File: src/rtl/mpeg_audio_frame_header_decoder_macros.svh
// assertion macros shared by the frame header decoder
`ifndef MPEG_AUDIO_FRAME_HEADER_DECODER_MACROS_SVH
`define MPEG_AUDIO_FRAME_HEADER_DECODER_MACROS_SVH

// same-cycle implication, disabled while reset is high
`define MAFHD_ASSERT_NOW(lbl, clk, rst, ante, cons) \
   lbl: assert property (@(posedge clk) disable iff (rst) (ante) |-> (cons)) \
      else $error("mafhd check failed");

// next-cycle implication, disabled while reset is high
`define MAFHD_ASSERT_NEXT(lbl, clk, rst, ante, cons) \
   lbl: assert property (@(posedge clk) disable iff (rst) (ante) |=> (cons)) \
      else $error("mafhd check failed");

`endif

File: src/rtl/mafhd_pkg.sv
// types, constants and lookup tables of the frame header decoder
package mafhd_pkg;

   localparam logic [10:0] SYNC_PATTERN = 11'd2047;

   // version code in header bits 20:19
   localparam logic [1:0] VCODE_MPEG25    = 2'b00;
   localparam logic [1:0] VCODE_RESERVED  = 2'b01;
   localparam logic [1:0] VCODE_MPEG2     = 2'b10;
   localparam logic [1:0] VCODE_MPEG1     = 2'b11;

   // reported version
   localparam logic [1:0] VERSION_MPEG1    = 2'd0;
   localparam logic [1:0] VERSION_MPEG2    = 2'd1;
   localparam logic [1:0] VERSION_MPEG25   = 2'd2;
   localparam logic [1:0] VERSION_RESERVED = 2'd3;

   // layer code in header bits 18:17
   localparam logic [1:0] LCODE_RESERVED = 2'b00;
   localparam logic [1:0] LCODE_LAYER3   = 2'b01;
   localparam logic [1:0] LCODE_LAYER2   = 2'b10;
   localparam logic [1:0] LCODE_LAYER1   = 2'b11;

   localparam logic [1:0] LAYER_NONE = 2'd0;
   localparam logic [1:0] LAYER_1    = 2'd1;
   localparam logic [1:0] LAYER_2    = 2'd2;

   localparam int unsigned FACTOR_WIDTH  = 18;
   localparam int unsigned PRODUCT_WIDTH = 26;
   localparam int unsigned RECIP_WIDTH   = 30;
   localparam int unsigned RECIP_SHIFT   = 42;
   localparam int unsigned FRAME_WIDTH   = 12;
   localparam int unsigned MULT_WIDTH    = PRODUCT_WIDTH + RECIP_WIDTH;

   localparam logic [FACTOR_WIDTH-1:0] FACTOR_LAYER1 = 18'd48000;
   localparam logic [FACTOR_WIDTH-1:0] FACTOR_FULL   = 18'd144000;
   localparam logic [FACTOR_WIDTH-1:0] FACTOR_HALF   = 18'd72000;

   localparam logic [15:0] SR_44100 = 16'd44100;
   localparam logic [15:0] SR_48000 = 16'd48000;
   localparam logic [15:0] SR_32000 = 16'd32000;
   localparam logic [15:0] SR_22050 = 16'd22050;
   localparam logic [15:0] SR_24000 = 16'd24000;
   localparam logic [15:0] SR_16000 = 16'd16000;
   localparam logic [15:0] SR_11025 = 16'd11025;
   localparam logic [15:0] SR_12000 = 16'd12000;
   localparam logic [15:0] SR_8000  = 16'd8000;

   // rounded-up reciprocals, exact for every product below 2^26
   localparam logic [63:0] RECIP_ONE = 64'd1 << RECIP_SHIFT;
   localparam logic [RECIP_WIDTH-1:0] RECIP_44100 =
      RECIP_WIDTH'((RECIP_ONE + 64'(SR_44100) - 64'd1) / 64'(SR_44100));
   localparam logic [RECIP_WIDTH-1:0] RECIP_48000 =
      RECIP_WIDTH'((RECIP_ONE + 64'(SR_48000) - 64'd1) / 64'(SR_48000));
   localparam logic [RECIP_WIDTH-1:0] RECIP_32000 =
      RECIP_WIDTH'((RECIP_ONE + 64'(SR_32000) - 64'd1) / 64'(SR_32000));
   localparam logic [RECIP_WIDTH-1:0] RECIP_22050 =
      RECIP_WIDTH'((RECIP_ONE + 64'(SR_22050) - 64'd1) / 64'(SR_22050));
   localparam logic [RECIP_WIDTH-1:0] RECIP_24000 =
      RECIP_WIDTH'((RECIP_ONE + 64'(SR_24000) - 64'd1) / 64'(SR_24000));
   localparam logic [RECIP_WIDTH-1:0] RECIP_16000 =
      RECIP_WIDTH'((RECIP_ONE + 64'(SR_16000) - 64'd1) / 64'(SR_16000));
   localparam logic [RECIP_WIDTH-1:0] RECIP_11025 =
      RECIP_WIDTH'((RECIP_ONE + 64'(SR_11025) - 64'd1) / 64'(SR_11025));
   localparam logic [RECIP_WIDTH-1:0] RECIP_12000 =
      RECIP_WIDTH'((RECIP_ONE + 64'(SR_12000) - 64'd1) / 64'(SR_12000));
   localparam logic [RECIP_WIDTH-1:0] RECIP_8000 =
      RECIP_WIDTH'((RECIP_ONE + 64'(SR_8000) - 64'd1) / 64'(SR_8000));

   localparam logic [8:0] RATE_V1_L1 [16] = '{
      9'd0, 9'd32, 9'd64, 9'd96, 9'd128, 9'd160, 9'd192, 9'd224,
      9'd256, 9'd288, 9'd320, 9'd352, 9'd384, 9'd416, 9'd448, 9'd0};
   localparam logic [8:0] RATE_V1_L2 [16] = '{
      9'd0, 9'd32, 9'd48, 9'd56, 9'd64, 9'd80, 9'd96, 9'd112,
      9'd128, 9'd160, 9'd192, 9'd224, 9'd256, 9'd320, 9'd384, 9'd0};
   localparam logic [8:0] RATE_V1_L3 [16] = '{
      9'd0, 9'd32, 9'd40, 9'd48, 9'd56, 9'd64, 9'd80, 9'd96,
      9'd112, 9'd128, 9'd160, 9'd192, 9'd224, 9'd256, 9'd320, 9'd0};
   localparam logic [8:0] RATE_LOW_L1 [16] = '{
      9'd0, 9'd32, 9'd48, 9'd56, 9'd64, 9'd80, 9'd96, 9'd112,
      9'd128, 9'd144, 9'd160, 9'd176, 9'd192, 9'd224, 9'd256, 9'd0};
   localparam logic [8:0] RATE_LOW_L23 [16] = '{
      9'd0, 9'd8, 9'd16, 9'd24, 9'd32, 9'd40, 9'd48, 9'd56,
      9'd64, 9'd80, 9'd96, 9'd112, 9'd128, 9'd144, 9'd160, 9'd0};

   typedef struct packed {
      logic        header_ok;
      logic [1:0]  mpeg_version;
      logic [1:0]  layer;
      logic        has_crc;
      logic [8:0]  bitrate_kbps;
      logic [15:0] sample_rate_hz;
      logic [2:0]  padding_bytes;
      logic [1:0]  channel_mode;
      logic [1:0]  mode_extension;
      logic [2:0]  flag_bits;
      logic [1:0]  emphasis;
   } fields_type;

   typedef struct packed {
      fields_type                fields;
      logic [FACTOR_WIDTH-1:0]   factor;
      logic [RECIP_WIDTH-1:0]    recip;
   } dec_type;

   typedef struct packed {
      fields_type                fields;
      logic [PRODUCT_WIDTH-1:0]  product;
      logic [RECIP_WIDTH-1:0]    recip;
   } prod_type;

   typedef struct packed {
      fields_type                fields;
      logic [FRAME_WIDTH-1:0]    quotient;
   } quot_type;

   function automatic logic [8:0] bitrate_lookup(input logic [1:0] vcode,
                                                 input logic [1:0] lcode,
                                                 input logic [3:0] bidx);
      logic       mpeg1_tab;
      logic [8:0] rate;
      mpeg1_tab = (vcode == VCODE_MPEG1) || (vcode == VCODE_RESERVED);
      unique case (lcode)
         LCODE_LAYER1: rate = mpeg1_tab ? RATE_V1_L1[bidx] : RATE_LOW_L1[bidx];
         LCODE_LAYER2: rate = mpeg1_tab ? RATE_V1_L2[bidx] : RATE_LOW_L23[bidx];
         LCODE_LAYER3: rate = mpeg1_tab ? RATE_V1_L3[bidx] : RATE_LOW_L23[bidx];
         default:      rate = 9'd0;
      endcase
      return rate;
   endfunction

   function automatic logic [15:0] sample_rate_lookup(input logic [1:0] vcode,
                                                      input logic [1:0] fidx);
      logic [15:0] rate;
      rate = 16'd0;
      unique case (vcode)
         VCODE_MPEG1: begin
            unique case (fidx)
               2'd0:    rate = SR_44100;
               2'd1:    rate = SR_48000;
               2'd2:    rate = SR_32000;
               default: rate = 16'd0;
            endcase
         end
         VCODE_MPEG2: begin
            unique case (fidx)
               2'd0:    rate = SR_22050;
               2'd1:    rate = SR_24000;
               2'd2:    rate = SR_16000;
               default: rate = 16'd0;
            endcase
         end
         VCODE_MPEG25: begin
            unique case (fidx)
               2'd0:    rate = SR_11025;
               2'd1:    rate = SR_12000;
               2'd2:    rate = SR_8000;
               default: rate = 16'd0;
            endcase
         end
         default: rate = 16'd0;
      endcase
      return rate;
   endfunction

   function automatic logic [RECIP_WIDTH-1:0] recip_lookup(input logic [1:0] vcode,
                                                          input logic [1:0] fidx);
      logic [RECIP_WIDTH-1:0] recip;
      recip = '0;
      unique case (vcode)
         VCODE_MPEG1: begin
            unique case (fidx)
               2'd0:    recip = RECIP_44100;
               2'd1:    recip = RECIP_48000;
               2'd2:    recip = RECIP_32000;
               default: recip = '0;
            endcase
         end
         VCODE_MPEG2: begin
            unique case (fidx)
               2'd0:    recip = RECIP_22050;
               2'd1:    recip = RECIP_24000;
               2'd2:    recip = RECIP_16000;
               default: recip = '0;
            endcase
         end
         VCODE_MPEG25: begin
            unique case (fidx)
               2'd0:    recip = RECIP_11025;
               2'd1:    recip = RECIP_12000;
               2'd2:    recip = RECIP_8000;
               default: recip = '0;
            endcase
         end
         default: recip = '0;
      endcase
      return recip;
   endfunction

endpackage

File: src/rtl/mpeg_audio_frame_header_decoder.sv
// top level of the mpeg audio frame header decoder
//
//  channel  dir  handshake              payload
//  req      in   req_tvalid/req_tready  req_tdata[31:0] header word
//  rsp      out  rsp_tvalid/rsp_tready  rsp_tdata[55:0] decoded fields
//
// one request per cycle sustained while rsp_tready is not held low
// the four stages are decode, factor multiply, reciprocal multiply and output register
// the 26 x 30 reciprocal multiply sets the longest path
// reset clears all valid bits; payload registers are not reset
// a stall on rsp holds the output register and each full stage with no empty stage after it, empty stages still fill
`include "mpeg_audio_frame_header_decoder_macros.svh"

module mpeg_audio_frame_header_decoder (
   input  logic        clock,
   input  logic        reset,
   input  logic        req_tvalid,
   output logic        req_tready,
   input  logic [31:0] req_tdata,  // header_word[31:0]
   output logic        rsp_tvalid,
   input  logic        rsp_tready,
   output logic [55:0] rsp_tdata   // header_ok[0], mpeg_version[2:1], layer[4:3],
                                   // has_crc[5], bitrate_kbps[14:6],
                                   // sample_rate_hz[30:15], padding_bytes[33:31],
                                   // channel_mode[35:34], mode_extension[37:36],
                                   // flag_bits[40:38], emphasis[42:41],
                                   // frame_bytes[54:43], zero[55]
);

   logic                 dec_valid;
   logic                 dec_ready;
   mafhd_pkg::dec_type   dec_stage;
   logic                 quot_valid;
   logic                 quot_ready;
   mafhd_pkg::quot_type  quot_stage;

   logic                 rsp_valid_ff;
   logic                 rsp_valid_in;
   logic [55:0]          rsp_data_ff;
   logic [55:0]          rsp_data_in;
   logic [mafhd_pkg::FRAME_WIDTH-1:0] frame_bytes;

   mafhd_decode u_decode (
      .clock     (clock),
      .reset     (reset),
      .in_valid  (req_tvalid),
      .in_ready  (req_tready),
      .in_word   (req_tdata),
      .out_valid (dec_valid),
      .out_ready (dec_ready),
      .out_stage (dec_stage)
   );

   mafhd_scale u_scale (
      .clock     (clock),
      .reset     (reset),
      .in_valid  (dec_valid),
      .in_ready  (dec_ready),
      .in_stage  (dec_stage),
      .out_valid (quot_valid),
      .out_ready (quot_ready),
      .out_stage (quot_stage)
   );

   // length only for a valid header
   assign frame_bytes = quot_stage.fields.header_ok ?
                        quot_stage.quotient +
                        mafhd_pkg::FRAME_WIDTH'(quot_stage.fields.padding_bytes) :
                        '0;

   assign rsp_data_in = {1'b0,
                         frame_bytes,
                         quot_stage.fields.emphasis,
                         quot_stage.fields.flag_bits,
                         quot_stage.fields.mode_extension,
                         quot_stage.fields.channel_mode,
                         quot_stage.fields.padding_bytes,
                         quot_stage.fields.sample_rate_hz,
                         quot_stage.fields.bitrate_kbps,
                         quot_stage.fields.has_crc,
                         quot_stage.fields.layer,
                         quot_stage.fields.mpeg_version,
                         quot_stage.fields.header_ok};

   assign quot_ready   = !rsp_valid_ff || rsp_tready;
   assign rsp_valid_in = quot_ready ? quot_valid : rsp_valid_ff;

   always_ff @(posedge clock) begin
      if (reset) begin
         rsp_valid_ff <= 1'b0;
      end else begin
         rsp_valid_ff <= rsp_valid_in;
      end
   end

   always_ff @(posedge clock) begin
      if (quot_ready && quot_valid) begin
         rsp_data_ff <= rsp_data_in;
      end
   end

   assign rsp_tvalid = rsp_valid_ff;
   assign rsp_tdata  = rsp_data_ff;

   `MAFHD_ASSERT_NEXT(a_accept_fills_decode, clock, reset, req_tvalid && req_tready, dec_valid)
   `MAFHD_ASSERT_NOW(a_bad_header_no_length, clock, reset, rsp_tvalid && !rsp_tdata[0], rsp_tdata[54:43] == 12'd0)
   `MAFHD_ASSERT_NOW(a_good_header_has_length, clock, reset, rsp_tvalid && rsp_tdata[0], rsp_tdata[54:43] != 12'd0)
   `MAFHD_ASSERT_NEXT(a_result_held_on_stall, clock, reset, quot_valid && !quot_ready, quot_valid)

endmodule

File: src/rtl/mafhd_decode.sv
// first stage: field extraction and table lookups
module mafhd_decode (
   input  logic                clock,
   input  logic                reset,
   input  logic                in_valid,
   output logic                in_ready,
   input  logic [31:0]         in_word,
   output logic                out_valid,
   input  logic                out_ready,
   output mafhd_pkg::dec_type  out_stage
);

   logic               valid_ff;
   logic               valid_in;
   mafhd_pkg::dec_type stage_ff;
   mafhd_pkg::dec_type stage_in;

   logic [1:0] vcode;
   logic [1:0] lcode;
   logic [3:0] bidx;
   logic [1:0] fidx;
   logic       sync_ok;

   assign vcode   = in_word[20:19];
   assign lcode   = in_word[18:17];
   assign bidx    = in_word[15:12];
   assign fidx    = in_word[11:10];
   assign sync_ok = in_word[31:21] == mafhd_pkg::SYNC_PATTERN;

   always_comb begin
      stage_in = '0;
      unique case (vcode)
         mafhd_pkg::VCODE_MPEG25:   stage_in.fields.mpeg_version = mafhd_pkg::VERSION_MPEG25;
         mafhd_pkg::VCODE_RESERVED: stage_in.fields.mpeg_version = mafhd_pkg::VERSION_RESERVED;
         mafhd_pkg::VCODE_MPEG2:    stage_in.fields.mpeg_version = mafhd_pkg::VERSION_MPEG2;
         default:                   stage_in.fields.mpeg_version = mafhd_pkg::VERSION_MPEG1;
      endcase
      // layer code counts down from layer I
      stage_in.fields.layer = (lcode == mafhd_pkg::LCODE_RESERVED) ?
                              mafhd_pkg::LAYER_NONE : 2'(3'd4 - {1'b0, lcode});
      stage_in.fields.has_crc        = ~in_word[16];
      stage_in.fields.bitrate_kbps   = mafhd_pkg::bitrate_lookup(vcode, lcode, bidx);
      stage_in.fields.sample_rate_hz = mafhd_pkg::sample_rate_lookup(vcode, fidx);
      stage_in.fields.header_ok      = sync_ok &&
                                       (stage_in.fields.sample_rate_hz != 16'd0) &&
                                       (stage_in.fields.bitrate_kbps != 9'd0);
      if (in_word[9]) begin
         stage_in.fields.padding_bytes =
            (stage_in.fields.layer == mafhd_pkg::LAYER_1) ? 3'd4 : 3'd1;
      end else begin
         stage_in.fields.padding_bytes = 3'd0;
      end
      stage_in.fields.channel_mode   = in_word[7:6];
      stage_in.fields.mode_extension = in_word[5:4];
      stage_in.fields.flag_bits      = {in_word[8], in_word[3], in_word[2]};
      stage_in.fields.emphasis       = in_word[1:0];
      priority if (stage_in.fields.layer == mafhd_pkg::LAYER_1) begin
         stage_in.factor = mafhd_pkg::FACTOR_LAYER1;
      end else if ((stage_in.fields.layer == mafhd_pkg::LAYER_2) ||
                   (stage_in.fields.mpeg_version == mafhd_pkg::VERSION_MPEG1)) begin
         stage_in.factor = mafhd_pkg::FACTOR_FULL;
      end else begin
         stage_in.factor = mafhd_pkg::FACTOR_HALF;
      end
      stage_in.recip = mafhd_pkg::recip_lookup(vcode, fidx);
   end

   assign in_ready = !valid_ff || out_ready;
   assign valid_in = in_ready ? in_valid : valid_ff;

   always_ff @(posedge clock) begin
      if (reset) begin
         valid_ff <= 1'b0;
      end else begin
         valid_ff <= valid_in;
      end
   end

   always_ff @(posedge clock) begin
      if (in_ready && in_valid) begin
         stage_ff <= stage_in;
      end
   end

   assign out_valid = valid_ff;
   assign out_stage = stage_ff;

endmodule

File: src/rtl/mafhd_scale.sv
// second and third stages: factor times bitrate, then reciprocal multiply
module mafhd_scale (
   input  logic                clock,
   input  logic                reset,
   input  logic                in_valid,
   output logic                in_ready,
   input  mafhd_pkg::dec_type  in_stage,
   output logic                out_valid,
   input  logic                out_ready,
   output mafhd_pkg::quot_type out_stage
);

   logic                 prod_valid_ff;
   logic                 prod_valid_in;
   logic                 prod_ready;
   mafhd_pkg::prod_type  prod_ff;
   mafhd_pkg::prod_type  prod_in;

   logic                 quot_valid_ff;
   logic                 quot_valid_in;
   logic                 quot_ready;
   mafhd_pkg::quot_type  quot_ff;
   mafhd_pkg::quot_type  quot_in;

   logic [mafhd_pkg::MULT_WIDTH-1:0] mult;

   always_comb begin
      prod_in.fields  = in_stage.fields;
      prod_in.recip   = in_stage.recip;
      prod_in.product = mafhd_pkg::PRODUCT_WIDTH'(in_stage.factor) *
                        mafhd_pkg::PRODUCT_WIDTH'(in_stage.fields.bitrate_kbps);
   end

   // quotient by multiply with the rounded-up reciprocal of the sample rate
   assign mult = mafhd_pkg::MULT_WIDTH'(prod_ff.product) *
                 mafhd_pkg::MULT_WIDTH'(prod_ff.recip);

   always_comb begin
      quot_in.fields   = prod_ff.fields;
      quot_in.quotient = mult[mafhd_pkg::RECIP_SHIFT +: mafhd_pkg::FRAME_WIDTH];
   end

   assign quot_ready    = !quot_valid_ff || out_ready;
   assign prod_ready    = !prod_valid_ff || quot_ready;
   assign in_ready      = prod_ready;
   assign prod_valid_in = prod_ready ? in_valid : prod_valid_ff;
   assign quot_valid_in = quot_ready ? prod_valid_ff : quot_valid_ff;

   always_ff @(posedge clock) begin
      if (reset) begin
         prod_valid_ff <= 1'b0;
         quot_valid_ff <= 1'b0;
      end else begin
         prod_valid_ff <= prod_valid_in;
         quot_valid_ff <= quot_valid_in;
      end
   end

   always_ff @(posedge clock) begin
      if (prod_ready && in_valid) begin
         prod_ff <= prod_in;
      end
      if (quot_ready && prod_valid_ff) begin
         quot_ff <= quot_in;
      end
   end

   assign out_valid = quot_valid_ff;
   assign out_stage = quot_ff;

endmodule
File: config.mk
export PLATFORM = sky130hd
export DESIGN_NAME = mpeg_audio_frame_header_decoder
export DESIGN_NICKNAME = d
export VERILOG_FILES = /design/src/rtl/mafhd_pkg.sv /design/src/rtl/mpeg_audio_frame_header_decoder.sv /design/src/rtl/mafhd_decode.sv /design/src/rtl/mafhd_scale.sv
export VERILOG_INCLUDE_DIRS = /design/src /design/src/rtl
export SDC_FILE = /design/constraint.sdc
export NUM_CORES = 1
export LEC_CHECK = 0
export BUFFER_PORTS_ARGS = -buffer_cell sky130_fd_sc_hd__buf_2
export CELL_PAD_IN_SITES_DETAIL_PLACEMENT = 1
export CELL_PAD_IN_SITES_GLOBAL_PLACEMENT = 2
export CORE_MARGIN = 2
export CORE_UTILIZATION = 43
export DETAILED_ROUTE_END_ITERATION = 8
export HOLD_SLACK_MARGIN = 0.08
export MAX_ROUTING_LAYER = met4
export PLACE_DENSITY_LB_ADDON = 0.1
export SLEW_MARGIN = 15
export SYNTH_ARGS = -nofsm -noshare
export SYNTH_HDL_FRONTEND = slang
export SYNTH_SLANG_ARGS = --single-unit
export TNS_END_PERCENT = 1
File: constraint.sdc
create_clock -name clock -period 9.39 [get_ports clock]
set_clock_uncertainty 0.2 [all_clocks]
set_input_delay 0.939 -clock clock [delete_from_list [all_inputs] [get_ports clock]]
set_output_delay 0.939 -clock clock [all_outputs]
set_load 0.005 [all_outputs]
==> metrics.txt <==
CTS clock-pin slew for the worst setup and hold paths 0.07 ns; hold endpoint u_scale.out_stage[21]; dpl hpwl 58,000 um; # Max-Cap Violations 0; syn_area_per_cell 10.5 sq um; critical path type reg -> reg; r2r startpoint u_scale.prod_ff[47]; Clock Latency Late Sink 0.57 ns; Slew @ Worst Pin 1.10 ns; Synth Flop Type edfxtp_1; setup bufs post-CTS 0; # diodes 0; routed len/inst 20.7 um; Post-synth EDFFs 252; ANT nets after route 0; I/O pin cnt 94; die height 260 um; Seq/Total Area, Yosys 27.2%; crit start category flip-flop; clk root buf clkbuf_16; asr flop ratio synth 0%; RR Endpoint u_scale.out_stage[8]; CTS buffer count 28; post-synthesis cell area 28,100 sq um; global placer's final weighted congestion 0.849; crit share post-route 78.8%; CTS resizes 0; final max-slew violation count 0; Final nets 3,456; unrepaired setup endpoints after global routing no; row cnt 93; hold_buf cts 0; Worst Min Path Start u_scale.prod_ff[65]; endpoint type of the worst setup path flip-flop; Final Hold Violating Endpoints 0; Data required, critical path 9.50 ns; H-tree depth 1; setup slack after layout 1.99 ns; I/O Buffers 87; dpl ws 2.05 ns; vias in the first global route 20,900; proportion of layout cells with a drive suffix above 1 6.24%; starting DRC count in detailed routing 777; TritonCTS clock tree built; area delta synth->final 8.00%; Distinct cells, synth 64; Die Area 67,400 sq um; Final Setup Violations 0; Tightest Hold Check Type reg -> reg; #FFs+latches synth 256; run status completed; Overflow after GRT 0; largest net degree at the start of global routing 74; Die W 260 um; WL final 74,000 um; initial antenna violation count 0; fillers 7,093; clock buffer depth 3; Starting Density 43.5%; vias per inst 5.11; hold path cells 0; min Tclk post-route 7.40 ns; CP Max Fanout 21; Max Clock Freq 135 MHz; Worst Reg2Reg Path Length in Cells 19; first-pass iteration count of the detailed router 6; via count 18,300; Residual DRC 0; crit path DAT 7.51 ns; core area 64,600 sq um; Gate Count Post-Synth 2,674; global-route wire length before repair 117,000 um; setup TNS 0 ns; Rel. slew slack 26.9%; Synth Warn # 0; flop-to-flop setup slack 1.99 ns; clock sink count 256; gr usage total 23.3%
[cell usage in the layout (no fill, tap or decap), drive strengths merged, types with 5 or more instances in the layout]
master and instances:
and2 277, nand3 21, nand2 347, xor2 8, fa 445, clkbuf 35
a211oi 7, and3 9, or3 10, nor3 14, a21oi 61, clkinv 11
buf 110, o21a 10, a31oi 7, nor2b 15, a21o 21, nand4 11
nor2 43, a21boi 6, xnor2 34, nor4 5, o21bai 9, edfxtp 252
nand2b 10, o31ai 5, bufinv 5, o211ai 9, o21ai 49, ha 273
inv 558, conb 6
[cells by family after synthesis]
kind of cell | count (synthesis) | synth area share [%]
adders and majority gates | 718 | 43.9
buffers and inverters | 675 | 9.14
xor gates and xnor gates | 42 | 1.31
and+or+nand+nor | 772 | 13.6
other | 1 | 0.0133
muxes | 1 | 0.0356
AOI/OAI and AO/OA | 209 | 4.80
DFF | 256 | 27.2
[per-stage QoR]
step / cell area (sq um) / hold WS (ns) / utilization (%) / instances
2_1_floorplan: 28100 / 0.200 / - / 2679
3_3_place_gp: 29400 / 0.201 / 45.5 / 3527
3_5_place_dp: 29400 / 0.206 / 45.5 / 3527
4_1_cts: 30300 / 0.208 / 47.0 / 3579
5_1_grt: 30300 / 0.212 / 47.0 / 3579
6_report: 30300 / 0.209 / 47.0 / 3579
[critical path, cell delays in order (launching register included)]
cell and delay (ns):
edfxtp_1 1.05, buf_4 0.32, nand2_1 0.09, fa_1 0.59, fa_1 0.47, fa_1 0.51, fa_1 0.49, inv_1 0.05
fa_1 0.50, fa_1 0.42, ha_1 0.31, ha_1 0.39, a21oi_1 0.24, o21ai_1 0.13, o41ai_2 0.31, or4b_1 0.49
a21oi_2 0.15, nor2_2 0.08, a41oi_1 0.23, nand3_1 0.10
[state kept, by name, indices dropped and copies added, names as in the netlist]
register,cells
u_decode.out_stage,71
rsp_tdata,49
u_decode.out_valid,1
u_scale.prod_valid_ff,1
u_scale.prod_ff,83
rsp_tvalid,1
u_scale.out_valid,1
u_scale.out_stage,49
[how the worst max path moves through the flow]
stage | startpoint | end | slack, ns | cells after the start
after floorplan | u_scale.prod_ff[41] | u_scale.out_stage[8] | 2.75 | 20
after global placement | u_scale.prod_ff[47] | u_scale.out_stage[8] | 2.20 | 19
after detailed placement | u_scale.prod_ff[47] | u_scale.out_stage[8] | 2.05 | 19
after CTS | u_scale.prod_ff[47] | u_scale.out_stage[8] | 2.02 | 19
after global routing | u_scale.prod_ff[47] | u_scale.out_stage[8] | 1.67 | 19
final | u_scale.prod_ff[47] | u_scale.out_stage[8] | 1.99 | 19
[per-layer routing]
layer  vias to the layer above  share of wire [%]  GRT usage (%)
met5                         -                  0              -
met4                         0                3.3           7.06
met3                       101                2.4           1.74
met2                       252                 51           40.5
met1                      9582                 43           29.2
li1                       8351                  -              -
[synth_stat cells, types with 10 or more instances]
master    instances  area, sq um
clkbuf_1        103          387
ha_1            273         3420
nor2b_1          15         93.8
a21oi_1          59          295
xnor2_1          34          298
edfxtp_1        252         7570
nand3_1          21          105
nor3_1           14         70.1
fa_1            445         8910
inv_1           558         2090
and2_1          277         1730
o21a_1           10         75.1
o21ai_0          31          155
o21ai_1          18         90.1
nand2_1         346         1300
nand2b_1         10         62.6
a21o_1           21          158
nor2_1           42          158
nand4_1          11         68.8
or3_1            10         62.6
[area by class of cell]
| class | instances | area (sq um) | share of cell area [%] |
|---|---|---|---|
| clock buffers | 35 | 747 | 2.46 |
| clock inverters | 17 | 239 | 0.787 |
| inverters | 558 | 2090 | 6.90 |
| multi-input cells | 1748 | 17900 | 59.1 |
| flip-flops and latches | 256 | 7650 | 25.2 |
| well taps | 855 | 1070 | 3.53 |
| repair buffers | 110 | 608 | 2.00 |
Power is not shown: default switching activity piles up to over one toggle a cycle in this logic, so the estimate is an artifact.
